==> config.mk <==
export PLATFORM = sky130hd
export DESIGN_NAME = dual_exposure_timer_keypad_top_flat
export DESIGN_NICKNAME = d
export VERILOG_FILES = /design/src/sv/detk_pkg.sv /design/src/sv/detk_req_if.sv /design/src/sv/detk_rsp_if.sv /design/src/sv/dual_exposure_timer_keypad_top.sv /design/src/sv/detk_step.sv /design/src/flat_wrapper.sv
export VERILOG_INCLUDE_DIRS = /design/src /design/src/sv
export SDC_FILE = /design/constraint.sdc
export NUM_CORES = 1
export LEC_CHECK = 0
export BUFFER_PORTS_ARGS = -buffer_cell sky130_fd_sc_hd__buf_2
export CAP_MARGIN = 10
export CORE_MARGIN = 2
export CORE_UTILIZATION = 40
export CTS_CLUSTER_DIAMETER = 100
export CTS_CLUSTER_SIZE = 30
export DETAILED_ROUTE_END_ITERATION = 10
export SLEW_MARGIN = 10
export SYNTH_ARGS = -nofsm -noshare
export SYNTH_HDL_FRONTEND = slang
export SYNTH_SLANG_ARGS = --single-unit
==> constraint.sdc <==
create_clock -name clock -period 15.9 [get_ports clock]
set_input_delay 0.795 -clock clock [delete_from_list [all_inputs] [get_ports clock]]
set_output_delay 0.795 -clock clock [all_outputs]
set_load 0.01 [all_outputs]
==> src/sv/dual_exposure_timer_keypad_top_assert.svh <==
// ----------------------------------------------------------------------------
// Assertion macros for the dual exposure timer
// Concurrent checks on the timer's internal control, clocked and reset-gated.
// ----------------------------------------------------------------------------
`ifndef DUAL_EXPOSURE_TIMER_KEYPAD_TOP_ASSERT_SVH
`define DUAL_EXPOSURE_TIMER_KEYPAD_TOP_ASSERT_SVH

// Same-cycle implication
`define DETK_ASSERT_NOW(label, clk, rst, cond, expr, msg) \
   label: assert property (@(posedge clk) disable iff (rst) (cond) |-> (expr)) else $error(msg);

// Next-cycle implication
`define DETK_ASSERT_NEXT(label, clk, rst, cond, expr, msg) \
   label: assert property (@(posedge clk) disable iff (rst) (cond) |=> (expr)) else $error(msg);

`endif

==> src/sv/detk_pkg.sv <==
// ----------------------------------------------------------------------------
// Dual exposure timer package
// Types, codes and constants shared by the timer modules.
// ----------------------------------------------------------------------------
package detk_pkg;

   localparam int CountWidth = 14;
   localparam int StepWidth  = 10;
   localparam int KeyWidth   = 5;
   localparam int PortWidth  = 6;

   localparam logic ACTION_TICK = 1'b0;
   localparam logic ACTION_POLL = 1'b1;

   localparam logic [PortWidth-1:0] MOTOR_CLEAR_MASK = 6'h3C;
   localparam logic [PortWidth-1:0] MOTOR_FWD_BIT    = 6'h01;
   localparam logic [PortWidth-1:0] MOTOR_REV_BIT    = 6'h02;
   localparam logic [PortWidth-1:0] LIGHT_A_BIT      = 6'h04;
   localparam logic [PortWidth-1:0] LIGHT_B_BIT      = 6'h08;
   localparam logic [PortWidth-1:0] ENLARGER_BIT     = 6'h10;
   localparam logic [PortWidth-1:0] ROOM_BIT         = 6'h20;

   typedef enum logic [1:0] {
      MODE_IDLE      = 2'd0,
      MODE_PARALLEL  = 2'd1,
      MODE_B_THEN_A  = 2'd2
   } mode_type;

   typedef enum logic [KeyWidth-1:0] {
      KEY_NONE      = 5'd0,
      KEY_INC_A     = 5'd1,
      KEY_INC_B     = 5'd2,
      KEY_PRESET    = 5'd3,
      KEY_ENLARGER  = 5'd4,
      KEY_DEC_A     = 5'd5,
      KEY_DEC_B     = 5'd6,
      KEY_RUN_PAR   = 5'd7,
      KEY_ROOM      = 5'd8,
      KEY_LIGHT_A   = 5'd9,
      KEY_LIGHT_B   = 5'd10,
      KEY_RUN_SEQ   = 5'd11,
      KEY_MOTOR_REV = 5'd12,
      KEY_MOTOR_FWD = 5'd16
   } key_type;

   typedef enum logic [2:0] {
      REG_ACTIVE_HIGH    = 3'd0,
      REG_PRESET_A       = 3'd1,
      REG_PRESET_B       = 3'd2,
      REG_STEP_THRESHOLD = 3'd3,
      REG_COARSE_STEP    = 3'd4,
      REG_TIME_LIMIT     = 3'd5
   } reg_index_type;

   typedef struct packed {
      logic                  active_high;
      logic [CountWidth-1:0] preset_a;
      logic [CountWidth-1:0] preset_b;
      logic [CountWidth-1:0] step_threshold;
      logic [StepWidth-1:0]  coarse_step;
      logic [CountWidth-1:0] time_limit;
   } cfg_type;

   typedef struct packed {
      logic       action;
      logic [3:0] col_sample_0;
      logic [3:0] col_sample_1;
      logic [3:0] col_sample_2;
      logic [3:0] col_sample_3;
   } item_type;

   typedef struct packed {
      logic [PortWidth-1:0]  drive_bits;
      logic [CountWidth-1:0] remaining_a;
      logic [CountWidth-1:0] remaining_b;
      mode_type              mode;
   } state_type;

   function automatic logic [PortWidth-1:0] set_lights(
      input logic [PortWidth-1:0] drive,
      input logic                 a_on,
      input logic                 b_on,
      input logic                 active_high
   );
      logic [PortWidth-1:0] on_bits;
      logic [PortWidth-1:0] level;
      on_bits = (a_on ? LIGHT_A_BIT : '0) | (b_on ? LIGHT_B_BIT : '0);
      level   = active_high ? on_bits : (~on_bits & (LIGHT_A_BIT | LIGHT_B_BIT));
      return (drive & ~(LIGHT_A_BIT | LIGHT_B_BIT)) | level;
   endfunction

endpackage

==> src/sv/detk_req_if.sv <==
// ----------------------------------------------------------------------------
// Timer request channel
// Valid/ready channel carrying one tick or keypad poll transaction.
// ----------------------------------------------------------------------------
interface detk_req_if;
   logic       valid;
   logic       ready;
   logic       action;
   logic [3:0] col_sample_0;
   logic [3:0] col_sample_1;
   logic [3:0] col_sample_2;
   logic [3:0] col_sample_3;

   modport source (
      output valid, action, col_sample_0, col_sample_1, col_sample_2, col_sample_3,
      input  ready
   );
   modport sink (
      input  valid, action, col_sample_0, col_sample_1, col_sample_2, col_sample_3,
      output ready
   );
endinterface

==> src/sv/detk_rsp_if.sv <==
// ----------------------------------------------------------------------------
// Timer response channel
// Valid/ready channel carrying the timer state after each transaction.
// ----------------------------------------------------------------------------
interface detk_rsp_if;
   logic        valid;
   logic        ready;
   logic [5:0]  port_bits;
   logic [13:0] count_a;
   logic [13:0] count_b;
   logic [1:0]  run_mode;
   logic [4:0]  key_code;

   modport source (
      output valid, port_bits, count_a, count_b, run_mode, key_code,
      input  ready
   );
   modport sink (
      input  valid, port_bits, count_a, count_b, run_mode, key_code,
      output ready
   );
endinterface

==> src/sv/dual_exposure_timer_keypad_top.sv <==
// ----------------------------------------------------------------------------
// Dual exposure timer with keypad
// Takes one tick or keypad poll per cycle and returns one response carrying
// the light/motor drive bits, both remaining counts, the run mode and the
// decoded key. A transaction is registered on acceptance, passes through one
// stage of step logic and lands in the state/response register, and a new
// request is taken every cycle while the response side keeps up. The timer
// state register is the only loop through the step logic. Settings are to be
// written over the APB port only while no transaction is in flight; the block
// does not enforce this itself.
// ----------------------------------------------------------------------------
module dual_exposure_timer_keypad_top (
   input  logic        clock,
   input  logic        reset,
   detk_req_if.sink    req,
   detk_rsp_if.source  rsp,
   input  logic        csr_psel,
   input  logic        csr_penable,
   input  logic        csr_pwrite,
   input  logic [4:0]  csr_paddr,
   input  logic [31:0] csr_pwdata,
   output logic [31:0] csr_prdata,
   output logic        csr_pready
);

   `include "dual_exposure_timer_keypad_top_assert.svh"

   detk_pkg::cfg_type   cfg_ff;
   detk_pkg::cfg_type   cfg_in;
   detk_pkg::item_type  item_ff;
   detk_pkg::item_type  item_in;
   logic                item_valid_ff;
   logic                item_valid_in;
   detk_pkg::state_type state_ff;
   detk_pkg::state_type state_in;
   detk_pkg::state_type state_next;
   logic [4:0]          key_ff;
   logic [4:0]          key_in;
   logic [4:0]          key_next;
   logic                rsp_valid_ff;
   logic                rsp_valid_in;
   logic                advance;
   logic                req_take;
   logic                csr_write;
   detk_pkg::reg_index_type csr_index;

   assign csr_pready = 1'b1;
   assign csr_write  = csr_psel && csr_penable && csr_pwrite && csr_pready;
   assign csr_index  = detk_pkg::reg_index_type'(csr_paddr[4:2]);

   always_comb begin
      cfg_in = cfg_ff;
      if (csr_write) begin
         unique case (csr_index)
            detk_pkg::REG_ACTIVE_HIGH:    cfg_in.active_high    = csr_pwdata[0];
            detk_pkg::REG_PRESET_A:       cfg_in.preset_a       = csr_pwdata[13:0];
            detk_pkg::REG_PRESET_B:       cfg_in.preset_b       = csr_pwdata[13:0];
            detk_pkg::REG_STEP_THRESHOLD: cfg_in.step_threshold = csr_pwdata[13:0];
            detk_pkg::REG_COARSE_STEP:    cfg_in.coarse_step    = csr_pwdata[9:0];
            detk_pkg::REG_TIME_LIMIT:     cfg_in.time_limit     = csr_pwdata[13:0];
            default: begin
            end
         endcase
      end
   end

   always_comb begin
      unique case (csr_index)
         detk_pkg::REG_ACTIVE_HIGH:    csr_prdata = 32'(cfg_ff.active_high);
         detk_pkg::REG_PRESET_A:       csr_prdata = 32'(cfg_ff.preset_a);
         detk_pkg::REG_PRESET_B:       csr_prdata = 32'(cfg_ff.preset_b);
         detk_pkg::REG_STEP_THRESHOLD: csr_prdata = 32'(cfg_ff.step_threshold);
         detk_pkg::REG_COARSE_STEP:    csr_prdata = 32'(cfg_ff.coarse_step);
         detk_pkg::REG_TIME_LIMIT:     csr_prdata = 32'(cfg_ff.time_limit);
         default:                      csr_prdata = '0;
      endcase
   end

   // advance the held transaction once the response register is free
   assign advance   = item_valid_ff && (!rsp_valid_ff || rsp.ready);
   assign req.ready = !item_valid_ff || advance;
   assign req_take  = req.valid && req.ready;

   assign item_in.action       = req.action;
   assign item_in.col_sample_0 = req.col_sample_0;
   assign item_in.col_sample_1 = req.col_sample_1;
   assign item_in.col_sample_2 = req.col_sample_2;
   assign item_in.col_sample_3 = req.col_sample_3;

   assign item_valid_in = req_take || (item_valid_ff && !advance);
   assign rsp_valid_in  = advance || (rsp_valid_ff && !rsp.ready);
   assign state_in      = advance ? state_next : state_ff;
   assign key_in        = advance ? key_next : key_ff;

   detk_step u_step (
      .cfg        (cfg_ff),
      .item       (item_ff),
      .state      (state_ff),
      .state_next (state_next),
      .key_code   (key_next)
   );

   always_ff @(posedge clock) begin
      if (reset) begin
         cfg_ff.active_high    <= 1'b1;
         cfg_ff.preset_a       <= 14'd25;
         cfg_ff.preset_b       <= 14'd30;
         cfg_ff.step_threshold <= 14'd50;
         cfg_ff.coarse_step    <= 10'd10;
         cfg_ff.time_limit     <= 14'd9999;
         item_valid_ff         <= 1'b0;
         rsp_valid_ff          <= 1'b0;
         state_ff              <= '0;
      end else begin
         cfg_ff        <= cfg_in;
         item_valid_ff <= item_valid_in;
         rsp_valid_ff  <= rsp_valid_in;
         state_ff      <= state_in;
      end
   end

   always_ff @(posedge clock) begin
      if (req_take) begin
         item_ff <= item_in;
      end
      key_ff <= key_in;
   end

   assign rsp.valid     = rsp_valid_ff;
   assign rsp.port_bits = state_ff.drive_bits;
   assign rsp.count_a   = state_ff.remaining_a;
   assign rsp.count_b   = state_ff.remaining_b;
   assign rsp.run_mode  = state_ff.mode;
   assign rsp.key_code  = key_ff;

   `DETK_ASSERT_NEXT(a_idle_tick_holds, clock, reset,
      advance && item_ff.action == detk_pkg::ACTION_TICK
      && state_ff.mode == detk_pkg::MODE_IDLE,
      $stable(state_ff), "tick while idle changed the timer state")
   `DETK_ASSERT_NEXT(a_run_ends_idle, clock, reset,
      advance && item_ff.action == detk_pkg::ACTION_TICK
      && state_ff.mode != detk_pkg::MODE_IDLE,
      state_ff.mode == detk_pkg::MODE_IDLE || state_ff.remaining_a != '0
      || state_ff.remaining_b != '0, "run left active with both counts at zero")
   `DETK_ASSERT_NEXT(a_tick_no_key, clock, reset,
      advance && item_ff.action == detk_pkg::ACTION_TICK,
      rsp.valid && rsp.key_code == detk_pkg::KEY_NONE, "tick response carries a key")
   `DETK_ASSERT_NOW(a_state_held_while_stalled, clock, reset,
      rsp_valid_ff && !rsp.ready, !advance, "state advanced under a stalled response")

endmodule

==> src/sv/detk_step.sv <==
// ----------------------------------------------------------------------------
// Timer step logic
// Decodes the keypad sample and computes the next timer state for one
// tick or poll transaction.
// ----------------------------------------------------------------------------
module detk_step (
   input  detk_pkg::cfg_type   cfg,
   input  detk_pkg::item_type  item,
   input  detk_pkg::state_type state,
   output detk_pkg::state_type state_next,
   output logic [4:0]          key_code
);

   logic [3:0]                        nibble [4];
   logic [detk_pkg::KeyWidth-1:0]     key;
   logic [detk_pkg::CountWidth:0]     bump_a;
   logic [detk_pkg::CountWidth:0]     bump_b;
   logic [detk_pkg::CountWidth-1:0]   inc_a;
   logic [detk_pkg::CountWidth-1:0]   inc_b;
   logic [detk_pkg::CountWidth-1:0]   load_a;
   logic [detk_pkg::CountWidth-1:0]   load_b;
   logic                              a_live;
   logic                              b_live;

   assign nibble[0] = item.col_sample_0;
   assign nibble[1] = item.col_sample_1;
   assign nibble[2] = item.col_sample_2;
   assign nibble[3] = item.col_sample_3;

   // last column with a single row bit wins
   always_comb begin
      key = detk_pkg::KEY_NONE;
      for (int c = 0; c < 4; c++) begin
         for (int r = 0; r < 4; r++) begin
            if (nibble[c] == (4'b0001 << r)) begin
               key = detk_pkg::KeyWidth'(c * 4 + r + 1);
            end
         end
      end
   end

   assign bump_a = (state.remaining_a >= cfg.step_threshold)
                 ? {1'b0, state.remaining_a} + (detk_pkg::CountWidth + 1)'(cfg.coarse_step)
                 : {1'b0, state.remaining_a} + (detk_pkg::CountWidth + 1)'(1);
   assign bump_b = (state.remaining_b >= cfg.step_threshold)
                 ? {1'b0, state.remaining_b} + (detk_pkg::CountWidth + 1)'(cfg.coarse_step)
                 : {1'b0, state.remaining_b} + (detk_pkg::CountWidth + 1)'(1);
   assign inc_a  = (bump_a > {1'b0, cfg.time_limit}) ? cfg.time_limit
                                                     : bump_a[detk_pkg::CountWidth-1:0];
   assign inc_b  = (bump_b > {1'b0, cfg.time_limit}) ? cfg.time_limit
                                                     : bump_b[detk_pkg::CountWidth-1:0];
   assign load_a = (cfg.preset_a > cfg.time_limit) ? cfg.time_limit : cfg.preset_a;
   assign load_b = (cfg.preset_b > cfg.time_limit) ? cfg.time_limit : cfg.preset_b;

   assign a_live = (state.remaining_a != '0);
   assign b_live = (state.remaining_b != '0);

   always_comb begin
      state_next = state;
      key_code   = detk_pkg::KEY_NONE;
      if (item.action == detk_pkg::ACTION_TICK) begin
         case (state.mode)
            detk_pkg::MODE_PARALLEL: begin
               if (a_live || b_live) begin
                  state_next.drive_bits = detk_pkg::set_lights(state.drive_bits, a_live,
                                                               b_live, cfg.active_high);
               end
               if (a_live) begin
                  state_next.remaining_a = state.remaining_a - 1'b1;
               end
               if (b_live) begin
                  state_next.remaining_b = state.remaining_b - 1'b1;
               end
            end
            detk_pkg::MODE_B_THEN_A: begin
               if (b_live) begin
                  state_next.drive_bits  = detk_pkg::set_lights(state.drive_bits, 1'b0,
                                                                1'b1, cfg.active_high);
                  state_next.remaining_b = state.remaining_b - 1'b1;
               end else if (a_live) begin
                  state_next.drive_bits  = detk_pkg::set_lights(state.drive_bits, 1'b1,
                                                                1'b0, cfg.active_high);
                  state_next.remaining_a = state.remaining_a - 1'b1;
               end
            end
            default: begin
            end
         endcase
         if ((state.mode == detk_pkg::MODE_PARALLEL || state.mode == detk_pkg::MODE_B_THEN_A)
             && state_next.remaining_a == '0 && state_next.remaining_b == '0) begin
            state_next.drive_bits = detk_pkg::set_lights(state_next.drive_bits, 1'b0, 1'b0,
                                                         cfg.active_high);
            state_next.mode       = detk_pkg::MODE_IDLE;
         end
      end else begin
         key_code = key;
         case (key)
            detk_pkg::KEY_NONE:
               state_next.drive_bits = state.drive_bits & detk_pkg::MOTOR_CLEAR_MASK;
            detk_pkg::KEY_INC_A:    state_next.remaining_a = inc_a;
            detk_pkg::KEY_INC_B:    state_next.remaining_b = inc_b;
            detk_pkg::KEY_PRESET: begin
               state_next.remaining_a = load_a;
               state_next.remaining_b = load_b;
            end
            detk_pkg::KEY_ENLARGER:
               state_next.drive_bits = state.drive_bits ^ detk_pkg::ENLARGER_BIT;
            detk_pkg::KEY_DEC_A: begin
               if (a_live) begin
                  state_next.remaining_a = state.remaining_a - 1'b1;
               end
            end
            detk_pkg::KEY_DEC_B: begin
               if (b_live) begin
                  state_next.remaining_b = state.remaining_b - 1'b1;
               end
            end
            detk_pkg::KEY_RUN_PAR:  state_next.mode = detk_pkg::MODE_PARALLEL;
            detk_pkg::KEY_ROOM:
               state_next.drive_bits = state.drive_bits ^ detk_pkg::ROOM_BIT;
            detk_pkg::KEY_LIGHT_A:
               state_next.drive_bits = state.drive_bits ^ detk_pkg::LIGHT_A_BIT;
            detk_pkg::KEY_LIGHT_B:
               state_next.drive_bits = state.drive_bits ^ detk_pkg::LIGHT_B_BIT;
            detk_pkg::KEY_RUN_SEQ:  state_next.mode = detk_pkg::MODE_B_THEN_A;
            detk_pkg::KEY_MOTOR_REV:
               state_next.drive_bits = (state.drive_bits & ~detk_pkg::MOTOR_FWD_BIT)
                                     | detk_pkg::MOTOR_REV_BIT;
            detk_pkg::KEY_MOTOR_FWD:
               state_next.drive_bits = (state.drive_bits & ~detk_pkg::MOTOR_REV_BIT)
                                     | detk_pkg::MOTOR_FWD_BIT;
            default: begin
            end
         endcase
      end
   end

endmodule
==> src/flat_wrapper.sv <==
// flat-port wrapper written by rule: the top's interface ports become plain ports
module dual_exposure_timer_keypad_top_flat 
  (clock, reset, csr_psel, csr_penable, csr_pwrite, csr_paddr, csr_pwdata, csr_prdata, csr_pready, req_valid, req_action, req_col_sample_0, req_col_sample_1, req_col_sample_2, req_col_sample_3, req_ready, rsp_valid, rsp_port_bits, rsp_count_a, rsp_count_b, rsp_run_mode, rsp_key_code, rsp_ready);
  detk_req_if req_i ();
  detk_rsp_if rsp_i ();
  input  logic clock;
  input  logic reset;
  input  logic csr_psel;
  input  logic csr_penable;
  input  logic csr_pwrite;
  input  logic [4:0] csr_paddr;
  input  logic [31:0] csr_pwdata;
  output logic [31:0] csr_prdata;
  output logic csr_pready;
  input wire logic [$bits(req_i.valid)-1:0] req_valid;
  input wire logic [$bits(req_i.action)-1:0] req_action;
  input wire logic [$bits(req_i.col_sample_0)-1:0] req_col_sample_0;
  input wire logic [$bits(req_i.col_sample_1)-1:0] req_col_sample_1;
  input wire logic [$bits(req_i.col_sample_2)-1:0] req_col_sample_2;
  input wire logic [$bits(req_i.col_sample_3)-1:0] req_col_sample_3;
  output wire logic [$bits(req_i.ready)-1:0] req_ready;
  output wire logic [$bits(rsp_i.valid)-1:0] rsp_valid;
  output wire logic [$bits(rsp_i.port_bits)-1:0] rsp_port_bits;
  output wire logic [$bits(rsp_i.count_a)-1:0] rsp_count_a;
  output wire logic [$bits(rsp_i.count_b)-1:0] rsp_count_b;
  output wire logic [$bits(rsp_i.run_mode)-1:0] rsp_run_mode;
  output wire logic [$bits(rsp_i.key_code)-1:0] rsp_key_code;
  input wire logic [$bits(rsp_i.ready)-1:0] rsp_ready;
  assign req_i.valid = req_valid;
  assign req_i.action = req_action;
  assign req_i.col_sample_0 = req_col_sample_0;
  assign req_i.col_sample_1 = req_col_sample_1;
  assign req_i.col_sample_2 = req_col_sample_2;
  assign req_i.col_sample_3 = req_col_sample_3;
  assign req_ready = req_i.ready;
  assign rsp_valid = rsp_i.valid;
  assign rsp_port_bits = rsp_i.port_bits;
  assign rsp_count_a = rsp_i.count_a;
  assign rsp_count_b = rsp_i.count_b;
  assign rsp_run_mode = rsp_i.run_mode;
  assign rsp_key_code = rsp_i.key_code;
  assign rsp_i.ready = rsp_ready;
  dual_exposure_timer_keypad_top u_core (.clock(clock), .reset(reset), .req(req_i), .rsp(rsp_i), .csr_psel(csr_psel), .csr_penable(csr_penable), .csr_pwrite(csr_pwrite), .csr_paddr(csr_paddr), .csr_pwdata(csr_pwdata), .csr_prdata(csr_prdata), .csr_pready(csr_pready));
endmodule
==> results.json <==
{
  "rrSetupSlack_ps": 8470,
  "synth_top_cells_by_area": "sky130_fd_sc_hd__dfxtp_1, sky130_fd_sc_hd__ha_1, sky130_fd_sc_hd__nand2_1, sky130_fd_sc_hd__edfxtp_1, sky130_fd_sc_hd__a21oi_1",
  "route.antenna.remaining_nets": 0,
  "grt_start_max_net_pins": 65,
  "global_route_wire_length_before_repair_mm": 69.4,
  "critical_path_max_stage_delay_ps": 810,
  "dr.pass1.iters": 7,
  "async_flop_share": 0,
  "powerDensity_nw_per_um2": 77.8,
  "first_iter_violations": 1353,
  "synthDistinctLibCells": 104,
  "synth_top_cell_by_area": "sky130_fd_sc_hd__dfxtp_1",
  "worst_path_dominant_cell_family": "compound AO/OA/AOI/OAI gates",
  "tritoncts": "done",
  "die_area_um2": 31700,
  "antennaDiodeCount": 0,
  "power.static_leakage_nw": 5.61,
  "place_hpwl_mm": 34.2,
  "cts.clk_slew.worst_paths_ps": 70,
  "route.detailed.drc": 0,
  "clock.fmax_ghz": 0.135,
  "ys_seq_area_frac": 0.228,
  "maxCapViolCount": 0,
  "cpMaxStageDelayCell": "sky130_fd_sc_hd__o311ai_0",
  "ir_worst_vdd_mv": 0.0615,
  "finalHoldViolations": 0,
  "timing.critical_path.mode_cell": "sky130_fd_sc_hd__a21o_1",
  "fin_crit_ps": 7430,
  "fillerInstances": 3020,
  "required_ps": 16220,
  "synthesis.area_um2": 12100,
  "htree_num_levels": 4,
  "yosys_register_bits": 127,
  "synth_largest_type_area_fraction": 0.173,
  "clock_skew_ps": 15.5,
  "via_count_of_the_first_global_routing_pass": 11443,
  "synth_most_common_cell": "sky130_fd_sc_hd__nand2_1",
  "final_setup_violation_count": 0,
  "nets": 1762,
  "number_of_antenna_violations_at_the_first_check_in_global_routing": 0,
  "wirelength_mm": 46.2,
  "syn2layout_area_growth_pct": 10.4,
  "tritoncts.num_buffers": 17,
  "core_area_um2": 29700,
  "post-cts-setup-buffers": 0,
  "total_clock_sinks": 127,
  "cts-root-buf": "sky130_fd_sc_hd__clkbuf_16",
  "cts_hold_repair.buffers": 0,
  "synth_edf_count": 22,
  "class_of_the_tightest_hold_or_removal_check": "register to register",
  "globalRoute.totalOverflow": 0,
  "unrepaired_setup_endpoints_after_global_routing": "no",
  "fraction_of_final_layout_cells_with_drive_strength_greater_than_1": 0.146,
  "die_width_um": 178,
  "tightest_slew_ps": 1080,
  "synth.cells.most_frequent": "sky130_fd_sc_hd__nand2_1, sky130_fd_sc_hd__ha_1, sky130_fd_sc_hd__dfxtp_1, sky130_fd_sc_hd__a21oi_1, sky130_fd_sc_hd__nor2_1",
  "drt-vias-per-instance": 6.28,
  "fin_hold_ws_ps": 470,
  "ff_latch_area_um2": 2760,
  "cts_resized": 0,
  "slew_headroom": 0.274,
  "postSynth.topFlopCell": "sky130_fd_sc_hd__dfxtp_1",
  "critical_path.startpoint_type": "register",
  "synth_area_per_cell_um2": 7.83,
  "timing.setup.tns_ps": 0,
  "max-clock-path-buffers": 2,
  "io_pins": 137,
  "final-max-slew-violation-count": 0,
  "vias": 12496,
  "critical_path_class": "register to register",
  "synth_cells": 1549,
  "critPathBufInv": 1,
  "worst-endpoint-arrival_ps": 7750,
  "num_rows": 63,
  "post-route-period-util": 0.467,
  "critical_path.max_fanout": 15,
  "area_used_by_multi_input_combinational_logic_um2": 8620,
  "gp_congestion": 0.951,
  "outcome": "completed",
  "global_route_usage_over_all_layers": 0.292,
  "routedWlPerCell_um": 23.2,
  "port_buffers": 97,
  "yosysWarnings": 0,
  "worstSkewPairLatency_ps": 440,
  "initial_utilization": 0.408,
  "cp-end-kind": "register",
  "die_h_um": 178
}
report_power, final:
part / switching, mW / total, mW / internal (mW)
logic: 0.169 / 0.265 / 0.0954
clock network: 0.161 / 0.422 / 0.261
registers: 0.0190 / 0.355 / 0.336
placed cells by master, fill, tap and decap left out, types with 9 or more instances in the layout:
| master | count |
|---|---|
| sky130_fd_sc_hd__a21oi_1 | 104 |
| sky130_fd_sc_hd__ha_1 | 111 |
| sky130_fd_sc_hd__nand3_1 | 47 |
| sky130_fd_sc_hd__nand4_1 | 22 |
| sky130_fd_sc_hd__mux2i_1 | 37 |
| sky130_fd_sc_hd__a211oi_1 | 23 |
| sky130_fd_sc_hd__a22oi_1 | 16 |
| sky130_fd_sc_hd__dfxtp_1 | 105 |
| sky130_fd_sc_hd__or3_1 | 11 |
| sky130_fd_sc_hd__buf_4 | 19 |
| sky130_fd_sc_hd__nor2_1 | 94 |
| sky130_fd_sc_hd__nor4_1 | 13 |
| sky130_fd_sc_hd__nor3_1 | 52 |
| sky130_fd_sc_hd__xor2_1 | 19 |
| sky130_fd_sc_hd__o41ai_1 | 9 |
| sky130_fd_sc_hd__conb_1 | 19 |
| sky130_fd_sc_hd__a221oi_1 | 11 |
| sky130_fd_sc_hd__nand2b_1 | 11 |
| sky130_fd_sc_hd__clkbuf_16 | 18 |
| sky130_fd_sc_hd__a31oi_1 | 14 |
| sky130_fd_sc_hd__o21a_1 | 16 |
| sky130_fd_sc_hd__xnor2_1 | 26 |
| sky130_fd_sc_hd__o22ai_1 | 13 |
| sky130_fd_sc_hd__mux2_2 | 39 |
| sky130_fd_sc_hd__a21o_1 | 21 |
| sky130_fd_sc_hd__buf_2 | 97 |
| sky130_fd_sc_hd__edfxtp_1 | 22 |
| sky130_fd_sc_hd__inv_1 | 70 |
| sky130_fd_sc_hd__and3_1 | 19 |
| sky130_fd_sc_hd__o31ai_1 | 11 |
| sky130_fd_sc_hd__o21ai_0 | 92 |
| sky130_fd_sc_hd__nand2_1 | 195 |
| sky130_fd_sc_hd__nor2b_1 | 17 |
| sky130_fd_sc_hd__o211ai_1 | 27 |
through the flow:
| step | utilization | cell area, um2 | power [mW] | instances | setup WS [ps] |
|---|---|---|---|---|---|
| floorplan | - | 12200 | 0.546 | 1566 | 9620 |
| CTS | 0.451 | 13400 | 1.04 | 1991 | 8660 |
| finish | 0.451 | 13400 | 1.04 | 1991 | 8470 |
| global route | 0.451 | 13400 | 1.08 | 1991 | 8040 |
| global placement | 0.430 | 12800 | 0.616 | 1959 | 8760 |
| detailed placement | 0.430 | 12800 | 0.618 | 1959 | 8670 |
cell type report:
cell class,count,share of cell area
clock buffers,20,0.0349
flip-flops and latches,127,0.206
clock inverters,12,0.0117
repair buffers,116,0.0469
inverters,71,0.0201
well taps,390,0.0364
multi-input cells,1255,0.644
sequential cells by signal, summed over array words and instances, names as in the netlist:
name	count
u_core.cfg_ff	67
u_core.item_ff	17
u_core.rsp.count_a	14
u_core.rsp.count_b	14
u_core.rsp.port_bits	6
u_core.rsp.key_code	5
u_core.rsp.run_mode	2
u_core.item_valid_ff	1
u_core.rsp.valid	1
per-layer routing:
| metal | global-route usage | share of wire | vias up |
|---|---|---|---|
| li1 | - | - | 5823 |
| met1 | 0.409 | 0.43 | 5859 |
| met5 | 0 | 0 | - |
| met3 | 0.0603 | 0.10 | 118 |
| met4 | 0.132 | 0.043 | 0 |
| met2 | 0.429 | 0.42 | 696 |
worst reg2reg max path, delay by kind of cell (launching register included):
| kind | cells | cell delay (ps) |
|---|---|---|
| AOI/OAI and AO/OA | 18 | 4220 |
| adders and majority gates | 3 | 1040 |
| buffers and inverters | 1 | 270 |
| DFF | 1 | 770 |
| muxes | 1 | 380 |
| and+or+nand+nor | 2 | 630 |
worst paths after layout:
| check | start | endpoint | depth (start not counted) |
|---|---|---|---|
| setup reg to reg | u_core.rsp.count_b[3] | u_core.rsp.count_b[12] | 25 |
| setup / recovery | u_core.rsp.count_b[3] | u_core.rsp.count_b[12] | 25 |
| hold / removal | u_core.cfg_ff[30] | u_core.cfg_ff[30] | 2 |
| hold reg to reg | u_core.cfg_ff[30] | u_core.cfg_ff[30] | 2 |
cells by family after synthesis:
kind of cell | count (synthesis) | synth area share
AO/OA/AOI/OAI | 464 | 0.263
XOR/XNOR | 45 | 0.0325
adder cells (fa/ha/maj) | 113 | 0.118
buffers and inverters | 184 | 0.0678
flip-flops | 127 | 0.228
multiplexers | 76 | 0.0667
other | 2 | 0.000619
AND/OR/NAND/NOR | 538 | 0.224
No activity file was read; power rests on OpenSTA's default activity.
